`src/rtl/core/tavs_pkg.sv`:
```
// ----------------------------------------------------------------------------
// tavs_pkg - shared types and constants
// Widths, reset values, register indexes, status codes and the controller
// state type of the trimmed average voltage scaler.
// ----------------------------------------------------------------------------
package tavs_pkg;

  // default batch depth
  localparam int MAX_SAMPLES_DEF = 10;

  // field widths
  localparam int SAMPLE_W = 10;
  localparam int STATUS_W = 2;
  localparam int VOLT_W   = 29;

  // register widths
  localparam int SCNT_W = 4;
  localparam int REF_W  = 13;
  localparam int RES_W  = 16;

  // register reset values
  localparam logic [SCNT_W-1:0] SCNT_RST  = 4'd6;
  localparam logic [REF_W-1:0]  REF_RST   = 13'd3300;
  localparam logic [RES_W-1:0]  UPPER_RST = 16'd300;
  localparam logic [RES_W-1:0]  LOWER_RST = 16'd51;

  // register indexes (word address bits)
  localparam logic [1:0] REG_SAMPLE_COUNT  = 2'd0;
  localparam logic [1:0] REG_REFERENCE_MV  = 2'd1;
  localparam logic [1:0] REG_DIVIDER_UPPER = 2'd2;
  localparam logic [1:0] REG_DIVIDER_LOWER = 2'd3;

  // status codes
  localparam logic [STATUS_W-1:0] STATUS_OK         = 2'd0;
  localparam logic [STATUS_W-1:0] STATUS_READ_ERROR = 2'd1;
  localparam logic [STATUS_W-1:0] STATUS_BAD_COUNT  = 2'd2;

  // shared divider: dividend and divisor widths
  localparam int DIV_DW = 30;
  localparam int DIV_VW = 16;
  localparam int DCNT_W = 5;

  // converter full scale
  localparam logic [DIV_VW-1:0] ADC_FULL_SCALE = 16'd1023;

  // reciprocal of full scale: ceil(2^33 / 1023), exact for dividends below 2^23
  localparam logic [23:0] ADC_RECIP    = 24'd8396809;
  localparam int          ADC_RECIP_SH = 33;

  // controller states
  typedef enum logic [3:0] {
    ST_IDLE,
    ST_SCAN_MM,
    ST_SCAN_SUM,
    ST_DIV_AVG,
    ST_MUL_REF,
    ST_DIV_ADC,
    ST_MUL_RES,
    ST_DIV_RES,
    ST_EMIT
  } tavs_state_t;

endpackage

```
`src/rtl/core/tavs_ram.sv`:
```
// ----------------------------------------------------------------------------
// tavs_ram - generic single-port-write ram
// One write port, one read port, read data registered.
// ----------------------------------------------------------------------------
module tavs_ram #(
  parameter int WIDTH = 10,
  parameter int DEPTH = 10
) (
  input  logic                     clk,
  input  logic                     we,
  input  logic [$clog2(DEPTH)-1:0] waddr,
  input  logic [WIDTH-1:0]         wdata,
  input  logic [$clog2(DEPTH)-1:0] raddr,
  output logic [WIDTH-1:0]         rdata
);

  logic [WIDTH-1:0] mem [DEPTH];

  // write port and registered read
  always_ff @(posedge clk) begin
    if (we) begin
      mem[waddr] <= wdata;
    end
    rdata <= mem[raddr];
  end

endmodule

```
`src/rtl/core/trimmed_average_voltage_scaler.sv`:
```
// ----------------------------------------------------------------------------
// trimmed_average_voltage_scaler - trimmed mean adc filter with mv scaling
// Collects a batch of adc samples in a small ram, drops the batch extremes,
// averages the rest and scales the average to millivolts through a divider.
//
//   port group    dir   carries
//   s_*           in    sample items: tdata = sample, tuser = read_failed
//   m_*           out   result items: tdata = average_raw, scaled_mv;
//                                     tuser = status
//   p* (apb)      in    sample_count, reference_mv, divider_upper,
//                       divider_lower at byte addresses 0, 4, 8, 12
//
// an item that does not close a batch leaves s_tready high; an error item goes
// straight to the emit step and reaches the output register once it is free.
// after a closing item s_tready stays low through two ram passes, two 30-step
// divisions on one shared restoring divider, a reciprocal multiply for the
// full-scale step and the emit step; the average division is skipped when
// nothing survives trimming and the resistor division when the lower
// resistor is 0. a result still waiting in the output register holds the
// emit step; reset is synchronous and the sample ram needs no clearing pass.
// ----------------------------------------------------------------------------
module trimmed_average_voltage_scaler #(
  parameter int MAX_SAMPLES = tavs_pkg::MAX_SAMPLES_DEF
) (
  input  logic        clk,
  input  logic        rst,
  // sample stream
  input  logic        s_tvalid,
  output logic        s_tready,
  input  logic [15:0] s_tdata,   // [9:0] sample
  input  logic [0:0]  s_tuser,   // [0] read_failed
  // result stream
  output logic        m_tvalid,
  input  logic        m_tready,
  output logic [39:0] m_tdata,   // [9:0] average_raw, [38:10] scaled_mv
  output logic [1:0]  m_tuser,   // [1:0] status
  // configuration
  input  logic        psel,
  input  logic        penable,
  input  logic        pwrite,
  input  logic [3:0]  paddr,
  input  logic [31:0] pwdata,
  output logic [31:0] prdata,
  output logic        pready
);

  localparam int CNT_W  = $clog2(MAX_SAMPLES + 1);
  localparam int ADDR_W = $clog2(MAX_SAMPLES);
  localparam int CMP_W  = (CNT_W > tavs_pkg::SCNT_W) ? CNT_W : tavs_pkg::SCNT_W;
  localparam int SUM_W  = $clog2(MAX_SAMPLES * 1023 + 1);
  localparam int DW     = tavs_pkg::DIV_DW;
  localparam int VW     = tavs_pkg::DIV_VW;
  localparam int SW     = tavs_pkg::SAMPLE_W;

  // configuration registers
  logic [tavs_pkg::SCNT_W-1:0] sample_count;
  logic [tavs_pkg::REF_W-1:0]  reference_mv;
  logic [tavs_pkg::RES_W-1:0]  divider_upper;
  logic [tavs_pkg::RES_W-1:0]  divider_lower;

  // control
  tavs_pkg::tavs_state_t state, state_next;
  logic [CNT_W-1:0]  samples_taken;
  logic [CNT_W-1:0]  batch_n;
  logic [CNT_W-1:0]  rd_cnt;
  logic              rd_pend;

  // datapath
  logic [SW-1:0]     hi, lo;
  logic [SUM_W-1:0]  sum;
  logic [CNT_W-1:0]  kept;
  logic [DW-1:0]     div_quo;
  logic [VW-1:0]     div_rem;
  logic [VW-1:0]     div_dvs;
  logic [tavs_pkg::DCNT_W-1:0] div_cnt;
  logic [tavs_pkg::STATUS_W-1:0] res_status;
  logic [SW-1:0]     res_avg;
  logic [tavs_pkg::VOLT_W-1:0] res_mv;

  // decoded conditions
  logic              accept, bad_count, read_fail, wrap, batch_close;
  logic [CNT_W-1:0]  taken_eff, taken_inc;
  logic              scan_issue, scan_done, div_last, trim, drop;
  logic              out_free, emit_load, ram_we;
  logic [ADDR_W-1:0] ram_waddr, ram_raddr;
  logic [SW-1:0]     ram_rdata;
  logic              cfg_we;

  // sample ram
  tavs_ram #(
    .WIDTH(SW),
    .DEPTH(MAX_SAMPLES)
  ) u_store (
    .clk  (clk),
    .we   (ram_we),
    .waddr(ram_waddr),
    .wdata(s_tdata[SW-1:0]),
    .raddr(ram_raddr),
    .rdata(ram_rdata)
  );

  // apb register port
  assign pready = 1'b1;
  assign cfg_we = psel & penable & pwrite;

  always_ff @(posedge clk) begin
    if (rst) begin
      sample_count  <= tavs_pkg::SCNT_RST;
      reference_mv  <= tavs_pkg::REF_RST;
      divider_upper <= tavs_pkg::UPPER_RST;
      divider_lower <= tavs_pkg::LOWER_RST;
    end else if (cfg_we) begin
      case (paddr[3:2])
        tavs_pkg::REG_SAMPLE_COUNT:  sample_count  <= pwdata[tavs_pkg::SCNT_W-1:0];
        tavs_pkg::REG_REFERENCE_MV:  reference_mv  <= pwdata[tavs_pkg::REF_W-1:0];
        tavs_pkg::REG_DIVIDER_UPPER: divider_upper <= pwdata[tavs_pkg::RES_W-1:0];
        tavs_pkg::REG_DIVIDER_LOWER: divider_lower <= pwdata[tavs_pkg::RES_W-1:0];
        default: ;
      endcase
    end
  end

  // register read mux
  always_comb begin
    case (paddr[3:2])
      tavs_pkg::REG_SAMPLE_COUNT:  prdata = 32'(sample_count);
      tavs_pkg::REG_REFERENCE_MV:  prdata = 32'(reference_mv);
      tavs_pkg::REG_DIVIDER_UPPER: prdata = 32'(divider_upper);
      tavs_pkg::REG_DIVIDER_LOWER: prdata = 32'(divider_lower);
      default:                     prdata = '0;
    endcase
  end

  // input item decode
  assign accept    = s_tvalid & s_tready;
  assign bad_count = (sample_count == '0) ||
                     (CMP_W'(sample_count) > CMP_W'(MAX_SAMPLES));
  assign read_fail = s_tuser[0];
  assign wrap      = samples_taken >= CNT_W'(MAX_SAMPLES);
  assign taken_eff = wrap ? '0 : samples_taken;
  assign taken_inc = taken_eff + CNT_W'(1);
  assign batch_close = CMP_W'(taken_inc) >= CMP_W'(sample_count);
  assign ram_waddr = taken_eff[ADDR_W-1:0];

  // ram scan pointer
  assign scan_issue = rd_cnt != batch_n;
  assign scan_done  = !scan_issue && !rd_pend;
  assign ram_raddr  = rd_cnt[ADDR_W-1:0];
  assign trim       = batch_n > CNT_W'(2);
  assign drop       = trim && ((ram_rdata == hi) || (ram_rdata == lo));

  // shared restoring divider step
  logic [VW:0]   div_sh, div_diff;
  logic          div_ge;
  logic [VW-1:0] div_rem_step;
  logic [DW-1:0] div_quo_step;

  always_comb begin
    div_sh       = {div_rem, div_quo[DW-1]};
    div_diff     = div_sh - {1'b0, div_dvs};
    div_ge       = div_sh >= {1'b0, div_dvs};
    div_rem_step = div_ge ? div_diff[VW-1:0] : div_sh[VW-1:0];
    div_quo_step = {div_quo[DW-2:0], div_ge};
  end

  assign div_last = div_cnt == tavs_pkg::DCNT_W'(DW - 1);

  // multipliers, each loads straight into the divider registers
  logic [22:0] prod_ref;
  logic [16:0] res_sum;
  logic [DW-1:0] prod_res;

  assign prod_ref = 23'(res_avg) * 23'(reference_mv);
  assign res_sum  = 17'(divider_upper) + 17'(divider_lower);
  assign prod_res = DW'(div_quo[12:0]) * DW'(res_sum);

  // full-scale division by reciprocal multiply
  logic [46:0] adc_prod;
  logic [12:0] adc_quo;

  assign adc_prod = 47'(div_quo[22:0]) * 47'(tavs_pkg::ADC_RECIP);
  assign adc_quo  = adc_prod[tavs_pkg::ADC_RECIP_SH+12:tavs_pkg::ADC_RECIP_SH];

  // output register
  assign out_free = !m_tvalid || m_tready;

  // next state
  always_comb begin
    state_next = state;
    case (state)
      tavs_pkg::ST_IDLE: begin
        if (accept) begin
          if (bad_count || read_fail) begin
            state_next = tavs_pkg::ST_EMIT;
          end else if (batch_close) begin
            state_next = tavs_pkg::ST_SCAN_MM;
          end
        end
      end
      tavs_pkg::ST_SCAN_MM: begin
        if (scan_done) state_next = tavs_pkg::ST_SCAN_SUM;
      end
      tavs_pkg::ST_SCAN_SUM: begin
        if (scan_done) begin
          state_next = (kept == '0) ? tavs_pkg::ST_MUL_REF : tavs_pkg::ST_DIV_AVG;
        end
      end
      tavs_pkg::ST_DIV_AVG: begin
        if (div_last) state_next = tavs_pkg::ST_MUL_REF;
      end
      tavs_pkg::ST_MUL_REF: state_next = tavs_pkg::ST_DIV_ADC;
      tavs_pkg::ST_DIV_ADC: state_next = tavs_pkg::ST_MUL_RES;
      tavs_pkg::ST_MUL_RES: begin
        state_next = (divider_lower == '0) ? tavs_pkg::ST_EMIT : tavs_pkg::ST_DIV_RES;
      end
      tavs_pkg::ST_DIV_RES: begin
        if (div_last) state_next = tavs_pkg::ST_EMIT;
      end
      tavs_pkg::ST_EMIT: begin
        if (out_free) state_next = tavs_pkg::ST_IDLE;
      end
      default: state_next = tavs_pkg::ST_IDLE;
    endcase
  end

  // state outputs
  always_comb begin
    s_tready  = 1'b0;
    emit_load = 1'b0;
    case (state)
      tavs_pkg::ST_IDLE: s_tready  = 1'b1;
      tavs_pkg::ST_EMIT: emit_load = out_free;
      default: ;
    endcase
  end

  assign ram_we = accept && !bad_count && !read_fail;

  // control registers
  always_ff @(posedge clk) begin
    if (rst) begin
      state         <= tavs_pkg::ST_IDLE;
      samples_taken <= '0;
      rd_cnt        <= '0;
      rd_pend       <= 1'b0;
      m_tvalid      <= 1'b0;
    end else begin
      state <= state_next;

      // batch fill count
      if (accept) begin
        if (bad_count || read_fail || batch_close) begin
          samples_taken <= '0;
        end else begin
          samples_taken <= taken_inc;
        end
      end

      // scan pointer for both passes
      if (state == tavs_pkg::ST_SCAN_MM || state == tavs_pkg::ST_SCAN_SUM) begin
        if (scan_done) begin
          rd_cnt  <= '0;
          rd_pend <= 1'b0;
        end else begin
          rd_pend <= scan_issue;
          if (scan_issue) rd_cnt <= rd_cnt + CNT_W'(1);
        end
      end

      // result handshake
      if (emit_load) begin
        m_tvalid <= 1'b1;
      end else if (m_tready) begin
        m_tvalid <= 1'b0;
      end
    end
  end

  // datapath registers
  always_ff @(posedge clk) begin
    case (state)
      tavs_pkg::ST_IDLE: begin
        if (accept) begin
          res_avg <= '0;
          res_mv  <= '0;
          hi      <= '0;
          lo      <= '1;
          sum     <= '0;
          kept    <= '0;
          batch_n <= taken_inc;
          if (bad_count) begin
            res_status <= tavs_pkg::STATUS_BAD_COUNT;
          end else if (read_fail) begin
            res_status <= tavs_pkg::STATUS_READ_ERROR;
          end else begin
            res_status <= tavs_pkg::STATUS_OK;
          end
        end
      end
      // pass one: batch maximum and minimum
      tavs_pkg::ST_SCAN_MM: begin
        if (rd_pend) begin
          if (ram_rdata > hi) hi <= ram_rdata;
          if (ram_rdata < lo) lo <= ram_rdata;
        end
      end
      // pass two: sum of kept samples, then load the average division
      tavs_pkg::ST_SCAN_SUM: begin
        if (rd_pend && !drop) begin
          sum  <= sum + SUM_W'(ram_rdata);
          kept <= kept + CNT_W'(1);
        end
        if (scan_done) begin
          div_quo <= DW'(sum);
          div_rem <= '0;
          div_dvs <= VW'(kept);
          div_cnt <= '0;
        end
      end
      tavs_pkg::ST_DIV_AVG: begin
        div_quo <= div_quo_step;
        div_rem <= div_rem_step;
        div_cnt <= div_cnt + tavs_pkg::DCNT_W'(1);
        if (div_last) res_avg <= div_quo_step[SW-1:0];
      end
      // avg * reference, then divide by full scale
      tavs_pkg::ST_MUL_REF: begin
        div_quo <= DW'(prod_ref);
      end
      tavs_pkg::ST_DIV_ADC: begin
        div_quo <= DW'(adc_quo);
      end
      // times divider total, then divide by the lower resistor
      tavs_pkg::ST_MUL_RES: begin
        div_quo <= prod_res;
        div_rem <= '0;
        div_dvs <= divider_lower;
        div_cnt <= '0;
        if (divider_lower == '0) res_mv <= '1;
      end
      tavs_pkg::ST_DIV_RES: begin
        div_quo <= div_quo_step;
        div_rem <= div_rem_step;
        div_cnt <= div_cnt + tavs_pkg::DCNT_W'(1);
        if (div_last) begin
          res_mv <= div_quo_step[DW-1] ? '1 : div_quo_step[tavs_pkg::VOLT_W-1:0];
        end
      end
      default: ;
    endcase
  end

  // output payload
  always_ff @(posedge clk) begin
    if (emit_load) begin
      m_tuser <= res_status;
      m_tdata <= {1'b0, res_mv, res_avg};
    end
  end

endmodule

```
`config.mk`:
```
export PLATFORM = sky130hd
export DESIGN_NAME = trimmed_average_voltage_scaler
export DESIGN_NICKNAME = d
export VERILOG_FILES = /design/src/rtl/core/tavs_pkg.sv /design/src/rtl/core/tavs_ram.sv /design/src/rtl/core/trimmed_average_voltage_scaler.sv
export SDC_FILE = /design/constraint.sdc
export NUM_CORES = 2
export LEC_CHECK = 0
export BUFFER_PORTS_ARGS = -buffer_cell sky130_fd_sc_hd__buf_4
export CORE_MARGIN = 2
export CORE_UTILIZATION = 59
export CTS_CLUSTER_SIZE = 25
export DETAILED_ROUTE_END_ITERATION = 10
export HOLD_SLACK_MARGIN = 0.08
export PLACE_DENSITY = 0.77
export SYNTH_ARGS = -nofsm -noshare
export SYNTH_HDL_FRONTEND = slang
export SYNTH_HIERARCHICAL = 1
export SYNTH_SLANG_ARGS = --single-unit
```
`constraint.sdc`:
```
create_clock -name clk -period 7.73 [get_ports clk]
set_input_delay 0.3865 -clock clk [delete_from_list [all_inputs] [get_ports clk]]
set_output_delay 0.3865 -clock clk [all_outputs]
set_load 0.02 [all_outputs]
```
* Word level (Yosys, flattened, before mapping)
Memory sizes are Yosys's and may differ from the RTL's. A register that Yosys moved wholly into a read port is not among the register bits.
Cells that the tools add are included.
** Word-level totals
- Memory bits (writable) :: 100
- Bits in registers :: 254
- Memories kept :: 1
- Output and inout port bits :: 77
- Input bits :: 60
** Memories
- u_store.mem :: words 10, width 10, rd ports 1, clocked after memory_dff 1, write ports 1, RTL line tavs_ram.sv:17 : logic [WIDTH-1:0] mem [DEPTH];
** Cells by class
- Mux-type cells :: 54
- Magnitude comparators :: 7
- Reductions and logical operators :: 47
- Multipliers :: 3
- Bitwise gates (word level) :: 3
- Eq/ne operators :: 27
- Add/sub/neg operators :: 7
** Operators by type and width (number)
- case mux 30 bit (5 select lines) :: 1
- case mux 32 bit (4 select lines) :: 1
- two-way mux 29 bit :: 4
- case mux 29 bit (3 select lines) :: 1
- two-way mux 10 bit :: 7
- two-way mux 4 bit :: 15
- case mux 10 bit (2 select lines) :: 3
- two-way mux 16 bit :: 3
- case mux 16 bit (3 select lines) :: 1
- multiplier 23 x 24 -> 46 bit (second input constant) :: 1
- case mux 4 bit (9 select lines) :: 1
- case mux 16 bit (2 select lines) :: 1
- multiplier 13 x 17 -> 30 bit :: 1
- two-way mux 30 bit :: 1
- two-way mux 14 bit :: 2
- case mux 14 bit (2 select lines) :: 1
- multiplier 10 x 13 -> 23 bit :: 1
- == test 10 bit :: 2
- AND reduction 2 bit :: 9
- adder 16 x 16 -> 17 bit :: 1
- greater-or-equal comparator 17 x 16 -> 1 bit :: 1
- == test 4 x 3 -> 1 bit (second input constant) :: 4
- zero test 16 bit :: 1
- inequality test 2 bit (second input constant) :: 8
- 37 further kinds :: 77

* Logic depth before layout (Yosys ltp)
- Depth in word-level cells :: 8
- Depth in mapped cells :: 32

* Modules after synthesis
Netlist, hierarchy kept.
** Modules (own cells, without submodules)
- trimmed_average_voltage_scaler :: cells each 2904, area an instance 27553.9 µm², instances 1, sequential area each 6996.7 µm²
- tavs_ram :: cells each 230, area an instance 4247.8 µm², instances 1, sequential area each 3203.1 µm²

* Worst setup path before layout
Ideal clock, no wire load.
- Path kind :: reg-to-reg
- Start point :: register divider_upper[1] in the netlist's numbering
- End point :: register div_quo[20], data pin
- Cell stages (with the launch flop) :: 29
- Data arrival time :: 6.795 ns
- Path slack :: 0.670 ns
- Buffers on the path :: 1
- Library setup time :: 0.265 ns
- Cell sequence :: dfxtp_1 ha_1 a21o_1 a21oi_2 o21bai_1 a41o_1 a41oi_2 nand2b_1 a21oi_1 xnor2_1 clkbuf_1 nand2_1 fa_1 fa_1 inv_1 fa_1 fa_1 inv_1 fa_1 inv_1 ha_1 a21o_1 a2111oi_0 nand2_1 o21ai_1 nand2b_1 xor2_1 a222oi_1 nand2_1
** On the way
- Word-level cells in the longest chain between the ends :: 3
** RTL lines
- start: declaration :: RTL line trimmed_average_voltage_scaler.sv:58 : logic [tavs_pkg::RES_W-1:0] divider_upper;
- start signal: assignment :: RTL line trimmed_average_voltage_scaler.sv:110 : divider_upper <= tavs_pkg::UPPER_RST;
- start signal: assignment :: RTL line trimmed_average_voltage_scaler.sv:116 : tavs_pkg::REG_DIVIDER_UPPER: divider_upper <= pwdata[tavs_pkg::RES_W-1:0];
- adder 16 x 16 -> 17 bit :: RTL line trimmed_average_voltage_scaler.sv:174 : assign res_sum = 17'(divider_upper) + 17'(divider_lower);
- multiplier 13 x 17 -> 30 bit :: RTL line trimmed_average_voltage_scaler.sv:175 : assign prod_res = DW'(div_quo[12:0]) * DW'(res_sum);
- case mux 30 bit (5 select lines) :: RTL line trimmed_average_voltage_scaler.sv:281 : case (state)
- end signal: assignment :: RTL line trimmed_average_voltage_scaler.sv:314 : div_quo <= DW'(sum);
- end signal: assignment :: RTL line trimmed_average_voltage_scaler.sv:321 : div_quo <= div_quo_step;
- end signal: assignment :: RTL line trimmed_average_voltage_scaler.sv:328 : div_quo <= DW'(prod_ref);
- end: declaration :: RTL line trimmed_average_voltage_scaler.sv:72 : logic [DW-1:0] div_quo;
No other way between the ends.
A chain may end at the register's enable or synchronous reset.

* Worst setup path in the final report
- Start point :: register divider_upper[0] in the netlist's numbering
- End point :: register div_quo[21], data pin
Same word-level chain as after synthesis.

==> results.py <==
metrics = {
    "worst_setup_path": {
        "regToRegEndpoint": "div_quo[21]",
        "startpoint": "divider_upper[0]",
        "worst-r2r-cell-count": 31,
        "critical_path.slowest_cell": "sky130_fd_sc_hd__fa_1",
        "setup.worst_path.end": "div_quo[21]",
        "worst-setup-path-type": "flip-flop to flip-flop",
        "r2r-start": "divider_upper[0]",
        "cpLargestDelayFamily": "adder cells",
        "cp-start-kind": "flip-flop",
        "path_depth": 31,
        "crit_path_max_fanout": 5,
        "cp_data_arrival_time_ps": 7770,
        "worstSetupEndpointType": "flip-flop",
        "crit_buf_inv": 6,
        "timing.critical_path.mode_cell": "sky130_fd_sc_hd__fa_1",
        "timing.critical_path.slowest_cell_delay_ps": 570,
        "r2r_slack_ps": 300,
        "worst_ep_required_time_ps": 8070,
    },
    "yosys": {
        "ys_seq_elements": 364,
        "synth.distinct_cells": 91,
        "postSynth.asyncResetShare_pct": 0,
        "yosysTopAreaCell": "sky130_fd_sc_hd__edfxtp_1",
        "synthesis.area_sq_mm": 0.0318,
        "synth_top_flop_cell": "sky130_fd_sc_hd__edfxtp_1",
        "ys_warn_count": 6,
        "synth_top_area_share_pct": 27.5,
        "synth_most_common_cell": "sky130_fd_sc_hd__inv_1",
        "gate_count_post_synth": 3134,
        "avgSynthCellArea_sq_um": 10.1,
        "synth_common_cells": "417 x sky130_fd_sc_hd__inv_1, 376 x sky130_fd_sc_hd__nand2_1, 345 x sky130_fd_sc_hd__ha_1, 291 x sky130_fd_sc_hd__edfxtp_1, 269 x sky130_fd_sc_hd__fa_1",
        "synth_top_cells_by_area": "sky130_fd_sc_hd__edfxtp_1 27%, sky130_fd_sc_hd__fa_1 17%, sky130_fd_sc_hd__ha_1 14%",
        "share_of_the_yosys_chip_area_belonging_to_registers_pct": 32.1,
        "number_of_synthesized_flops_with_an_enable_pin": 291,
    },
    "power": {
        "ir_drop_mv": 0.588,
        "power_per_cell_area_mw_per_mm2": 459,
        "p_leak_nw": 15.9,
    },
    "grt": {
        "grt_start_max_net_pins": 57,
        "grt_remaining_overflow": 0,
        "global_route_wire_length_before_repair_um": 128000,
        "track_usage_pct": 29.0,
        "number_of_global_route_vias_before_repair": 24000,
        "antenna_found_initial": 2,
    },
    "finish": {
        "core_occupancy_in_the_finished_layout_pct": 65.3,
        "layout.nets": 3899,
        "design_area_sq_mm": 0.0350,
        "post_route_cells_drive_above_1_share_pct": 10.3,
        "synthToLayoutAreaGrowth_pct": 10.1,
    },
    "sta": {
        "max_clock_freq_mhz": 135,
        "timing.max_slew.rel_slack_pct": 15.0,
        "finalSetupViolations": 0,
        "maxSlewViolCount": 0,
        "clock_skew_ps": 42.7,
        "setup_tns_ps": 0,
        "finalCriticalPeriod_ps": 7430,
        "final_min_period_over_clock_period_pct": 96.1,
        "max_slew.worst_pin.slew_ps": 1270,
        "hold_fails_final_rpt": 0,
        "setup_slack_ps": 299,
    },
    "detailed_routing": {
        "vias": 23500,
        "routedWlPerCell_um": 20.2,
        "detail_route.iter0.violations": 1899,
        "detail_route_antenna_nets": 0,
        "detail_route.wirelength_um": 80100,
        "vias_per_cell": 5.95,
        "drtPass1Iterations": 6,
        "detail_route.drc_violations": 0,
    },
    "clock_tree": {
        "root_buffer": "sky130_fd_sc_hd__clkbuf_16",
        "clock_path_buffers": 3,
        "htreeDepth": 2,
        "cts.reportedPaths.clkPinSlew_ps": 70,
        "cts_tree": "done",
        "numCtsBuffers": 40,
        "clock_sinks": 364,
        "clock_insertion_delay_worst_skew_ps": 600,
    },
    "floorplan": {
        "starting_density_pct": 59.3,
        "die_x_um": 236,
        "core_area_sq_mm": 0.0536,
        "dieHeight_um": 236,
        "dieArea_sq_mm": 0.0558,
        "io_pins": 137,
        "std_cell_rows": 85,
    },
    "status": {
        "run_status": "finished clean",
    },
    "placement": {
        "detailedPlacementHpwl_um": 60300,
        "final_weighted_congestion_of_routability_driven_global_placement": 0.943,
        "dp_slack_ps": 162,
        "io_buffers": 94,
        "placed_cell_area_sq_mm": 0.0332,
    },
    "flow_run": {
        "timing.max_cap.violations": 0,
    },
    "worst_hold_path": {
        "worst_hold_path_type": "primary input to flip-flop",
    },
}
## what timing repair did
item,4_1_cts,5_1_grt
hold endpoints to repair,128,0
resized for setup,0,20
setup buffers,0,2
endpoints found under the setup margin,0,10
hold buffers,25,0
## area by class of cell
type / count / area, sq um
clock inverters: 30 / 410
clock buffers: 44 / 1020
multi-input cells: 2222 / 19500
diodes: 3 / 7.51
inverters: 417 / 1570
fillers: 4038 / 18600
repair buffers: 180 / 1420
flip-flops and latches: 364 / 10200
well taps: 696 / 871
## where the power goes
| group | internal (mW) | leakage, nW | total [mW] | switching [mW] |
|---|---|---|---|---|
| Sequential | 2.49 | 3.33 | 2.82 | 0.331 |
| Clock | 1.21 | 0.688 | 2.06 | 0.856 |
| Combinational | 4.53 | 11.9 | 11.2 | 6.67 |
| Total | 8.23 | 15.9 | 16.1 | 7.86 |
## kinds of logic after synthesis
logic type               count (synthesis)  share of synthesized area (%)
adder cells (fa/ha/maj)                614                           30.5
flip-flops                             364                           32.1
other                                    2                         0.0236
AND/OR/NAND/NOR                        934                           14.2
buffers and inverters                  564                           7.16
XOR/XNOR                                91                           2.51
multiplexers                            84                           2.96
AO/OA/AOI/OAI                          481                           10.5
## per-stage QoR
stage | power, mW | hold WS (ps) | std cells
3_3_place_gp | 13.4 | 402 | 3852
5_1_grt | 17.5 | 110 | 3954
4_1_cts | 15.8 | 81.2 | 3951
3_5_place_dp | 13.6 | 405 | 3852
6_report | 16.1 | 105 | 3956
2_1_floorplan | 10.6 | 400 | 3150
## routing by layer
metal	vias to the layer above	global-route usage, %	routed length (um)
li1	10700	-	-
met1	11600	37.6	31900
met2	947	49.4	39200
met3	212	4.67	6070
met4	0	10.4	2910
met5	-	0	0
## state kept, by name (all words and copies together), names as in the netlist, 2 cells and up
register       count
sum               14
m_tuser            2
reference_mv      13
sample_count       4
divider_lower     16
u_store/mem      100
kept               4
res_avg           10
samples_taken      4
m_tdata           39
div_quo           30
res_mv            29
state              4
div_dvs           16
batch_n            4
u_store/rdata     10
ram_raddr          4
res_status         2
divider_upper     16
div_rem           16
lo                10
hi                10
div_cnt            5
## worst reg2reg max path, delay by kind of cell, from the launching register on
family	cells	cell delay, ps
DFF	1	350
xor gates and xnor gates	2	390
adders and majority gates	8	3460
buffers and inverters	6	410
and+or+nand+nor	5	680
AOI/OAI and AO/OA	10	1910
## cell usage in the layout, fill, tap and decap left out, types with 11 or more instances in the layout
master,netlist,layout
sky130_fd_sc_hd__buf_4,18,154
sky130_fd_sc_hd__mux2_2,40,40
sky130_fd_sc_hd__nor2_1,132,132
sky130_fd_sc_hd__fa_1,269,269
sky130_fd_sc_hd__a211oi_1,12,12
sky130_fd_sc_hd__nor2b_1,32,30
sky130_fd_sc_hd__nor4_1,15,15
sky130_fd_sc_hd__clkbuf_16,0,40
sky130_fd_sc_hd__nand3_1,43,43
sky130_fd_sc_hd__ha_1,345,344
sky130_fd_sc_hd__nor3_1,32,29
sky130_fd_sc_hd__nand2_1,376,376
sky130_fd_sc_hd__xor2_1,33,33
sky130_fd_sc_hd__a21oi_1,136,132
sky130_fd_sc_hd__nand4_1,18,18
sky130_fd_sc_hd__and3_1,34,34
sky130_fd_sc_hd__and2_1,172,172
sky130_fd_sc_hd__xnor2_1,58,52
sky130_fd_sc_hd__a21o_1,40,40
sky130_fd_sc_hd__o21a_1,52,52
sky130_fd_sc_hd__dlygate4sd3_1,0,25
sky130_fd_sc_hd__o21ai_0,70,68
sky130_fd_sc_hd__nand3b_1,15,15
sky130_fd_sc_hd__o22ai_1,13,13
sky130_fd_sc_hd__edfxtp_1,291,291
sky130_fd_sc_hd__dfxtp_1,73,71
sky130_fd_sc_hd__a22o_1,20,20
sky130_fd_sc_hd__conb_1,2,18
sky130_fd_sc_hd__inv_1,417,417
sky130_fd_sc_hd__o31ai_2,11,11
sky130_fd_sc_hd__mux2i_1,40,40
sky130_fd_sc_hd__nand2b_1,37,37
## how the worst min path moves through the flow
stage                     cells after the start       start         endpoint
after global placement                        0  res_mv[28]      m_tdata[38]
after detailed placement                      0   res_mv[7]      m_tdata[17]
after CTS                                     3     s_tuser    res_status[0]
final                                         3     s_tuser    res_status[0]
after floorplan                               0   res_mv[0]      m_tdata[10]
after global routing                          3   pwdata[0]  reference_mv[0]
No activity file was read; power rests on OpenSTA's default activity.
